[src/rtl/i2cee_pkg.sv]
// types and constants for the i2c eeprom access sequencer
// no dependencies; imported by i2c_eeprom_access_sequencer and the testbench

package i2cee_pkg;

  typedef struct packed {
    logic [1:0]  kind;
    logic [15:0] mem_address;
    logic [15:0] byte_count;
    logic [7:0]  data_byte;
    logic [1:0]  bus_event;
  } in_word_t;

  typedef struct packed {
    logic [2:0] command;
    logic [7:0] tx_byte;
    logic       rx_valid;
    logic [7:0] rx_byte;
    logic       need_data;
    logic [1:0] status;
  } out_word_t;

  typedef enum logic [3:0] {
    PH_IDLE,
    PH_START,
    PH_DEV,
    PH_AHI,
    PH_ALO,
    PH_DATA_WAIT,
    PH_DATA_SENT,
    PH_RESTART,
    PH_DEVR,
    PH_RECV
  } phase_t;

  localparam logic [1:0] KIND_WR   = 2'd0;
  localparam logic [1:0] KIND_RD   = 2'd1;
  localparam logic [1:0] KIND_DATA = 2'd2;
  localparam logic [1:0] KIND_EVT  = 2'd3;

  localparam logic [1:0] EV_START_DONE = 2'd0;
  localparam logic [1:0] EV_ACK        = 2'd1;
  localparam logic [1:0] EV_NACK       = 2'd2;
  localparam logic [1:0] EV_RX         = 2'd3;

  localparam logic [2:0] CMD_NONE      = 3'd0;
  localparam logic [2:0] CMD_START     = 3'd1;
  localparam logic [2:0] CMD_SEND      = 3'd2;
  localparam logic [2:0] CMD_STOP      = 3'd3;
  localparam logic [2:0] CMD_RECV      = 3'd4;
  localparam logic [2:0] CMD_RECV_LAST = 3'd5;

  localparam logic [1:0] ST_BUSY = 2'd0;
  localparam logic [1:0] ST_DONE = 2'd1;
  localparam logic [1:0] ST_FAIL = 2'd2;

  localparam logic [7:0] DEV_WR_MASK = 8'hfe;
  localparam logic [7:0] DEV_RD_BIT  = 8'h01;

endpackage

[src/rtl/i2c_eeprom_access_sequencer.sv]
// i2c eeprom access sequencer: random read and page write above a byte engine
// depends on i2cee_pkg for word types, phase enum and command codes
//
// channel | direction | handshake         | word
// in_     | input     | in_valid/in_stall | in_word_t: request, data byte or bus event
// out_    | output    | out_valid/out_stall | out_word_t: bus command and status
// cfg_    | input     | cfg_wr_en         | device address byte, no read-back
//
// each accepted word is decoded against the phase combinationally; its result, if any,
// sits in the output register from the next cycle on, one word per cycle while in_stall is low.
// synchronous active-low reset clears the phase, counters and output valid;
// device address byte resets to 0xa0.
// in_stall is high only while a result waits in the output register and out_stall is high.

module i2c_eeprom_access_sequencer
  import i2cee_pkg::*;
#(
  parameter int MAX_TRANSFER = 65535
) (
  input  logic      clk,
  input  logic      rst_n,
  input  logic      in_valid,
  output logic      in_stall,
  input  in_word_t  in_word,
  output logic      out_valid,
  input  logic      out_stall,
  output out_word_t out_word,
  input  logic      cfg_wr_en,
  input  logic [7:0] cfg_wr_data
);

  localparam logic [15:0] MaxCount = 16'(MAX_TRANSFER);

  phase_t      phase_r, phase_nxt;
  logic        is_read_r, is_read_nxt;
  logic [15:0] target_r, target_nxt;
  logic [15:0] left_r, left_nxt;
  logic [7:0]  dev_r, dev_nxt;
  logic        out_valid_r, out_valid_nxt;
  out_word_t   out_word_r, out_word_nxt;

  logic        in_acc;
  logic        res_fire;
  out_word_t   res;
  logic [15:0] count_sat;
  logic [15:0] left_dec;
  logic [7:0]  dev_wr;
  logic [7:0]  dev_rd;

  assign in_stall  = out_valid_r & out_stall;
  assign in_acc    = in_valid & ~in_stall;
  assign count_sat = (in_word.byte_count > MaxCount) ? MaxCount : in_word.byte_count;
  assign left_dec  = left_r - 16'd1;
  assign dev_wr    = dev_r & DEV_WR_MASK;
  assign dev_rd    = dev_wr | DEV_RD_BIT;
  assign dev_nxt   = cfg_wr_en ? cfg_wr_data : dev_r;

  // next state
  always_comb begin
    phase_nxt   = phase_r;
    is_read_nxt = is_read_r;
    target_nxt  = target_r;
    left_nxt    = left_r;
    if (in_acc) begin
      unique case (in_word.kind) inside
        KIND_WR, KIND_RD: begin
          if (phase_r == PH_IDLE &&
              !(in_word.kind == KIND_RD && count_sat == 16'd0)) begin
            is_read_nxt = in_word.kind[0];
            target_nxt  = in_word.mem_address;
            left_nxt    = count_sat;
            phase_nxt   = PH_START;
          end
        end
        KIND_DATA: begin
          if (phase_r == PH_DATA_WAIT) begin
            left_nxt  = left_dec;
            phase_nxt = PH_DATA_SENT;
          end
        end
        default: begin
          unique case (in_word.bus_event)
            EV_START_DONE: begin
              if (phase_r == PH_START) phase_nxt = PH_DEV;
              else if (phase_r == PH_RESTART) phase_nxt = PH_DEVR;
            end
            EV_ACK: begin
              unique case (phase_r) inside
                PH_DEV: phase_nxt = PH_AHI;
                PH_AHI: phase_nxt = PH_ALO;
                PH_ALO, PH_DATA_SENT: begin
                  if (is_read_r) phase_nxt = PH_RESTART;
                  else if (left_r == 16'd0) phase_nxt = PH_IDLE;
                  else phase_nxt = PH_DATA_WAIT;
                end
                PH_DEVR: phase_nxt = PH_RECV;
                default: ;
              endcase
            end
            EV_NACK: begin
              unique case (phase_r) inside
                PH_DEV, PH_AHI, PH_ALO, PH_DATA_SENT, PH_DEVR: phase_nxt = PH_IDLE;
                default: ;
              endcase
            end
            default: begin
              if (phase_r == PH_RECV) begin
                left_nxt = left_dec;
                if (left_dec == 16'd0) phase_nxt = PH_IDLE;
              end
            end
          endcase
        end
      endcase
    end
  end

  // result word
  always_comb begin
    res_fire = 1'b0;
    res      = '0;
    unique case (in_word.kind) inside
      KIND_WR, KIND_RD: begin
        if (phase_r == PH_IDLE) begin
          res_fire = 1'b1;
          if (in_word.kind == KIND_RD && count_sat == 16'd0) res.status = ST_DONE;
          else res.command = CMD_START;
        end
      end
      KIND_DATA: begin
        if (phase_r == PH_DATA_WAIT) begin
          res_fire    = 1'b1;
          res.command = CMD_SEND;
          res.tx_byte = in_word.data_byte;
        end
      end
      default: begin
        unique case (in_word.bus_event)
          EV_START_DONE: begin
            if (phase_r == PH_START || phase_r == PH_RESTART) begin
              res_fire    = 1'b1;
              res.command = CMD_SEND;
              res.tx_byte = (phase_r == PH_START) ? dev_wr : dev_rd;
            end
          end
          EV_ACK: begin
            unique case (phase_r) inside
              PH_DEV: begin
                res_fire    = 1'b1;
                res.command = CMD_SEND;
                res.tx_byte = target_r[15:8];
              end
              PH_AHI: begin
                res_fire    = 1'b1;
                res.command = CMD_SEND;
                res.tx_byte = target_r[7:0];
              end
              PH_ALO, PH_DATA_SENT: begin
                res_fire = 1'b1;
                if (is_read_r) begin
                  res.command = CMD_START;
                end else if (left_r == 16'd0) begin
                  res.command = CMD_STOP;
                  res.status  = ST_DONE;
                end else begin
                  res.need_data = 1'b1;
                end
              end
              PH_DEVR: begin
                res_fire    = 1'b1;
                res.command = (left_r <= 16'd1) ? CMD_RECV_LAST : CMD_RECV;
              end
              default: ;
            endcase
          end
          EV_NACK: begin
            unique case (phase_r) inside
              PH_DEV, PH_AHI, PH_ALO, PH_DATA_SENT, PH_DEVR: begin
                res_fire    = 1'b1;
                res.command = CMD_STOP;
                // nack on the last data byte still completes
                res.status  = (phase_r == PH_DATA_SENT && left_r == 16'd0) ?
                              ST_DONE : ST_FAIL;
              end
              default: ;
            endcase
          end
          default: begin
            if (phase_r == PH_RECV) begin
              res_fire     = 1'b1;
              res.rx_valid = 1'b1;
              res.rx_byte  = in_word.data_byte;
              if (left_dec == 16'd0) res.status = ST_DONE;
              else res.command = (left_dec == 16'd1) ? CMD_RECV_LAST : CMD_RECV;
            end
          end
        endcase
      end
    endcase
  end

  always_comb begin
    out_valid_nxt = out_valid_r & out_stall;
    out_word_nxt  = out_word_r;
    if (in_acc) begin
      out_valid_nxt = res_fire;
      out_word_nxt  = res;
    end
  end

  always_ff @(posedge clk) begin
    if (!rst_n) begin
      phase_r     <= PH_IDLE;
      is_read_r   <= 1'b0;
      target_r    <= '0;
      left_r      <= '0;
      dev_r       <= 8'd160;
      out_valid_r <= 1'b0;
    end else begin
      phase_r     <= phase_nxt;
      is_read_r   <= is_read_nxt;
      target_r    <= target_nxt;
      left_r      <= left_nxt;
      dev_r       <= dev_nxt;
      out_valid_r <= out_valid_nxt;
    end
  end

  always_ff @(posedge clk) begin
    out_word_r <= out_word_nxt;
  end

  assign out_valid = out_valid_r;
  assign out_word  = out_word_r;

  a_final_to_idle: assert property (@(posedge clk) disable iff (!rst_n)
    (in_acc && res_fire && res.status != ST_BUSY) |=> (phase_r == PH_IDLE))
    else $error("sequencer not idle after final status");

  a_recv_is_read: assert property (@(posedge clk) disable iff (!rst_n)
    (phase_r == PH_RECV || phase_r == PH_RESTART || phase_r == PH_DEVR) |-> is_read_r)
    else $error("read phase reached by a write");

  a_wait_has_data: assert property (@(posedge clk) disable iff (!rst_n)
    (phase_r == PH_DATA_WAIT) |-> (!is_read_r && left_r != 16'd0))
    else $error("data wanted with nothing left to write");

  a_recv_left: assert property (@(posedge clk) disable iff (!rst_n)
    (phase_r == PH_RECV) |-> (left_r != 16'd0))
    else $error("receiving with zero bytes left");

  a_begin_starts: assert property (@(posedge clk) disable iff (!rst_n)
    (in_acc && phase_r == PH_IDLE && in_word.kind == KIND_WR) |=> (phase_r == PH_START))
    else $error("write request did not start");

endmodule

[config.mk]
export PLATFORM = sky130hd
export DESIGN_NAME = i2c_eeprom_access_sequencer
export DESIGN_NICKNAME = d
export VERILOG_FILES = /design/src/rtl/i2cee_pkg.sv /design/src/rtl/i2c_eeprom_access_sequencer.sv
export SDC_FILE = /design/constraint.sdc
export NUM_CORES = 1
export LEC_CHECK = 0
export ABC_AREA = 0
export BUFFER_PORTS_ARGS = -buffer_cell sky130_fd_sc_hd__buf_2
export CORE_UTILIZATION = 33
export CTS_CLUSTER_DIAMETER = 30
export DETAILED_ROUTE_END_ITERATION = 7
export HOLD_SLACK_MARGIN = 0.06
export PLACE_DENSITY = 0.58
export SYNTH_ARGS = -nofsm -noshare
export SYNTH_HDL_FRONTEND = slang
export SYNTH_SLANG_ARGS = --single-unit
[constraint.sdc]
create_clock -name clk -period 3.9 [get_ports clk]
set_clock_uncertainty 0.1 [all_clocks]
set_input_delay 0.39 -clock clk [delete_from_list [all_inputs] [get_ports clk]]
set_output_delay 0.39 -clock clk [all_outputs]
set_load 0.005 [all_outputs]
==> summary.md <==
| Metric | Value |
|---|---|
| Maxcap violations | 0 |
| Antenna viol nets, final | 0 |
| Placed cell area | 0.00464 mm² |
| Nets@finish | 612 |
| Crit Path Max Fanout | 14 |
| Syn Area/Cell | 8.68 µm² |
| Post-synthesis sequential area ratio | 0.388 |
| Vias in the first global route | 3,604 |
| Most area-consuming cells after synthesis | dfxtp_1 (22%), edfxtp_1 (17%), mux2i_1 (6.3%) |
| Endpoints failing setup | 0 |
| YS warnings | 0 |
| Clock Pin Slew Worst Setup and Hold Paths | 0.06 ns |
| CP Capture Type | flip-flop |
| Global-route wire length before repair | 18.4 mm |
| Pleak | 1.99 nW |
| R2r endpoint | left_r[6] |
| Share of layout cells above drive strength 1 | 0.235 |
| Netlist area before placement | 0.00410 mm² |
| Arrival time worst endpoint | 3.01 ns |
| Fin Setup TNS | 0 ns |
| Hold Worst Slack | 0.179 ns |
| Critical-path cell list | and4bb_2, a21oi_1, nand2_1, or3b_1, buf_4, a21oi_1, o21a_1 |
| RSZ-0062 raised after global routing | false |
| Max VDD drop | 162 µV |
| Final Cycle Share | 0.739 |
| Hold Startpoint | cfg_wr_data[5] |
| Port bufs | 80 |
| DP HPWL | 8.34 mm |
| Final GP Congestion | 0.895 |
| R2R depth | 7 |
| Drt drc | 0 |
| WL final | 11.4 mm |
| Wire length per cell | 15.9 µm |
| FF-to-FF Start | phase_r[2] |
| Number of fill cells | 1,246 |
| Initial DRC Count | 246 |
| Diode count | 0 |
| Die Footprint | 0.0129 mm² |
| Die Ht | 114 µm |
| Fmax | 347 MHz |
| CP peak stage delay | 0.62 ns |
| Bufs on Longest Clock Path | 2 |
| Pwr Density | 420 mW/mm² |
| Async SR Flop Fraction | 0 |
| Drt first pass iters | 5 |
| Total GRT Usage | 0.182 |
| IO Pins | 82 |
| Final Slew Violations | 0 |
| Post-placement cell count | 701 |
| Starting Density | 0.340 |
| Num CTS Buffers | 9 |
| Commonest non-fill, non-tap cell in the layout | buf_2 |
| Gr ovfl total | 0 |
| Share of power burned in registers | 0.396 |
| Htree depth | 3 |
| Initial antenna violation count | 0 |
| Slew margin rel. | 0.291 |
| FF+latch count, synth | 68 |
| Most frequent cells in the layout | buf_2 (80), nand2_1 (60), nor2_1 (53), dfxtp_1 (45), mux2i_1 (26) |
| Post-CTS Hold Buffers | 0 |
| Status | finished clean |
| R2R setup slack | 1.02 ns |
| Synth area leader | dfxtp_1 |
| Hold Crit Depth | 3 |
| Top_reg_cell synth | dfxtp_1 |
| Area Overhead vs Synth | 19.9% |
| Worst Hold Endpoint | dev_r[5] |
| EDFF count, synth | 23 |
| Clock latency on the worst-skew pair | 0.33 ns |
| CTS Root Cell | clkbuf_16 |
| Yosys cell types | 70 |
| CP max-delay cell | dfxtp_1 |
| CTS Sinks | 68 |
| Tmin final | 2.88 ns |
| Startpoint types | flip-flop |
| Finished Core Util | 0.408 |
| Row count | 40 |
| Layout Cells excl Fill | 717 |
| Final instance area | 0.00492 mm² |
| Vias | 3,874 |
| Post_cts resized | 0 |
| Hold Fails Final Rpt | 0 |
| Core area | 0.0121 mm² |
| Buffer and inverter count on the worst path | 1 |
| Int Pwr | 1.41 mW |
| CP delay by family, top | simple AND/OR/NAND/NOR gates |
| Sw power | 0.657 mW |
| Synth top area share | 0.220 |
| WS Path Type | flip-flop to flip-flop |
| Switching Share | 0.318 |
| Post-CTS Setup Bufs | 0 |
| Syn nets | 541 |
| Worst path required time | 4.03 ns |
| Min-delay worst type | primary input to flip-flop |
| CP dominant cell by count | a21oi_1 |
| Cells after synthesis | 473 |
| Clock power share | 0.369 |
| Die width | 114 µm |
| Comb power frac | 0.235 |
| Vias/cell | 5.40 |
| Measured slew at the worst slew-check pin | 1.06 ns |
| CTS tree | done |
| Largest net degree at the start of global routing | 32 |
[worst max path at each step]
| stage | from | endpoint | slack, ns | depth (start not counted) |
|---|---|---|---|---|
| floorplan | left_r[0] | out_word[22] | 1.41 | 10 |
| global placement | in_word[23] | left_r[6] | 1.06 | 8 |
| detailed placement | left_r[0] | out_word[22] | 1.06 | 8 |
| CTS | left_r[0] | out_word[22] | 1.06 | 8 |
| global route | phase_r[2] | left_r[4] | 0.88 | 7 |
| finish | phase_r[2] | left_r[6] | 1.02 | 7 |
[tightest hold or removal path: stages]
cell and delay (ns):
buf_2 0.08, mux2i_1 0.06, nand2_1 0.05
[cell usage after synthesis, types with 5 or more instances]
master and n:
o22ai_1 7, or3_1 9, buf_2 8, nand3_1 11
mux2_2 9, a21boi_0 5, o31ai_1 7, clkbuf_1 15
o21a_1 7, inv_1 12, ha_1 11, a22oi_1 8
o21ai_0 25, nor2_1 53, a21oi_1 22, and2_1 10
dfxtp_1 45, nor4_1 7, nand2_1 60, nor2b_1 5
edfxtp_1 23, nor3_1 8, mux2i_1 26, nand2b_1 5
[cells by family (layout without fill, tap and decap cells)]
family	Yosys count	in the layout	synth area share
compound gates	116	116	0.188
fa+ha+maj	11	11	0.0335
flops	68	68	0.388
mux	35	35	0.0881
buf+inv	39	115	0.0409
xor+xnor	1	1	0.00213
simple gates	203	203	0.259
[power groups by stage]
stage | combinational (mW) | sequential, mW | clock (mW)
global placement | 0.475 | 0.830 | 0
floorplan | 0.339 | 0.819 | 0
detailed placement | 0.479 | 0.832 | 0
global route | 0.534 | 0.825 | 0.809
CTS | 0.480 | 0.817 | 0.778
finish | 0.486 | 0.818 | 0.761
[state kept, by name, indices dropped and copies added, names as in the netlist]
| register | flops |
|---|---|
| target_r | 16 |
| phase_r | 4 |
| out_valid | 1 |
| dev_r | 7 |
| is_read_r | 1 |
| left_r | 16 |
| out_word | 23 |
[routing by layer]
layer / share of wire / wire length (µm) / vias to the layer above / track usage
met5: 0 / 0 / - / 0
met4: 0.029 / 330 / 0 / 0.0939
met3: 0.060 / 684 / 33 / 0.0335
met2: 0.44 / 4950 / 147 / 0.272
met1: 0.48 / 5410 / 1822 / 0.252
li1: - / - / 1872 / -
[stage by stage]
stage	setup slack, ns	power [mW]
finish	1.02	2.07
global route	0.882	2.17
CTS	1.06	2.08
detailed placement	1.06	1.31
global placement	1.06	1.30
floorplan	1.41	1.16
[cell type report]
type                    count  area (µm²)  share of cell area
clock buffers              10         229              0.0465
repair buffers             87         453              0.0920
well taps                 168         210              0.0427
clock inverters             6        48.8             0.00991
multi-input cells         366        2340               0.476
flip-flops and latches     68        1590               0.323
inverters                  12        45.0             0.00915
No activity file was read; power rests on OpenSTA's default activity.
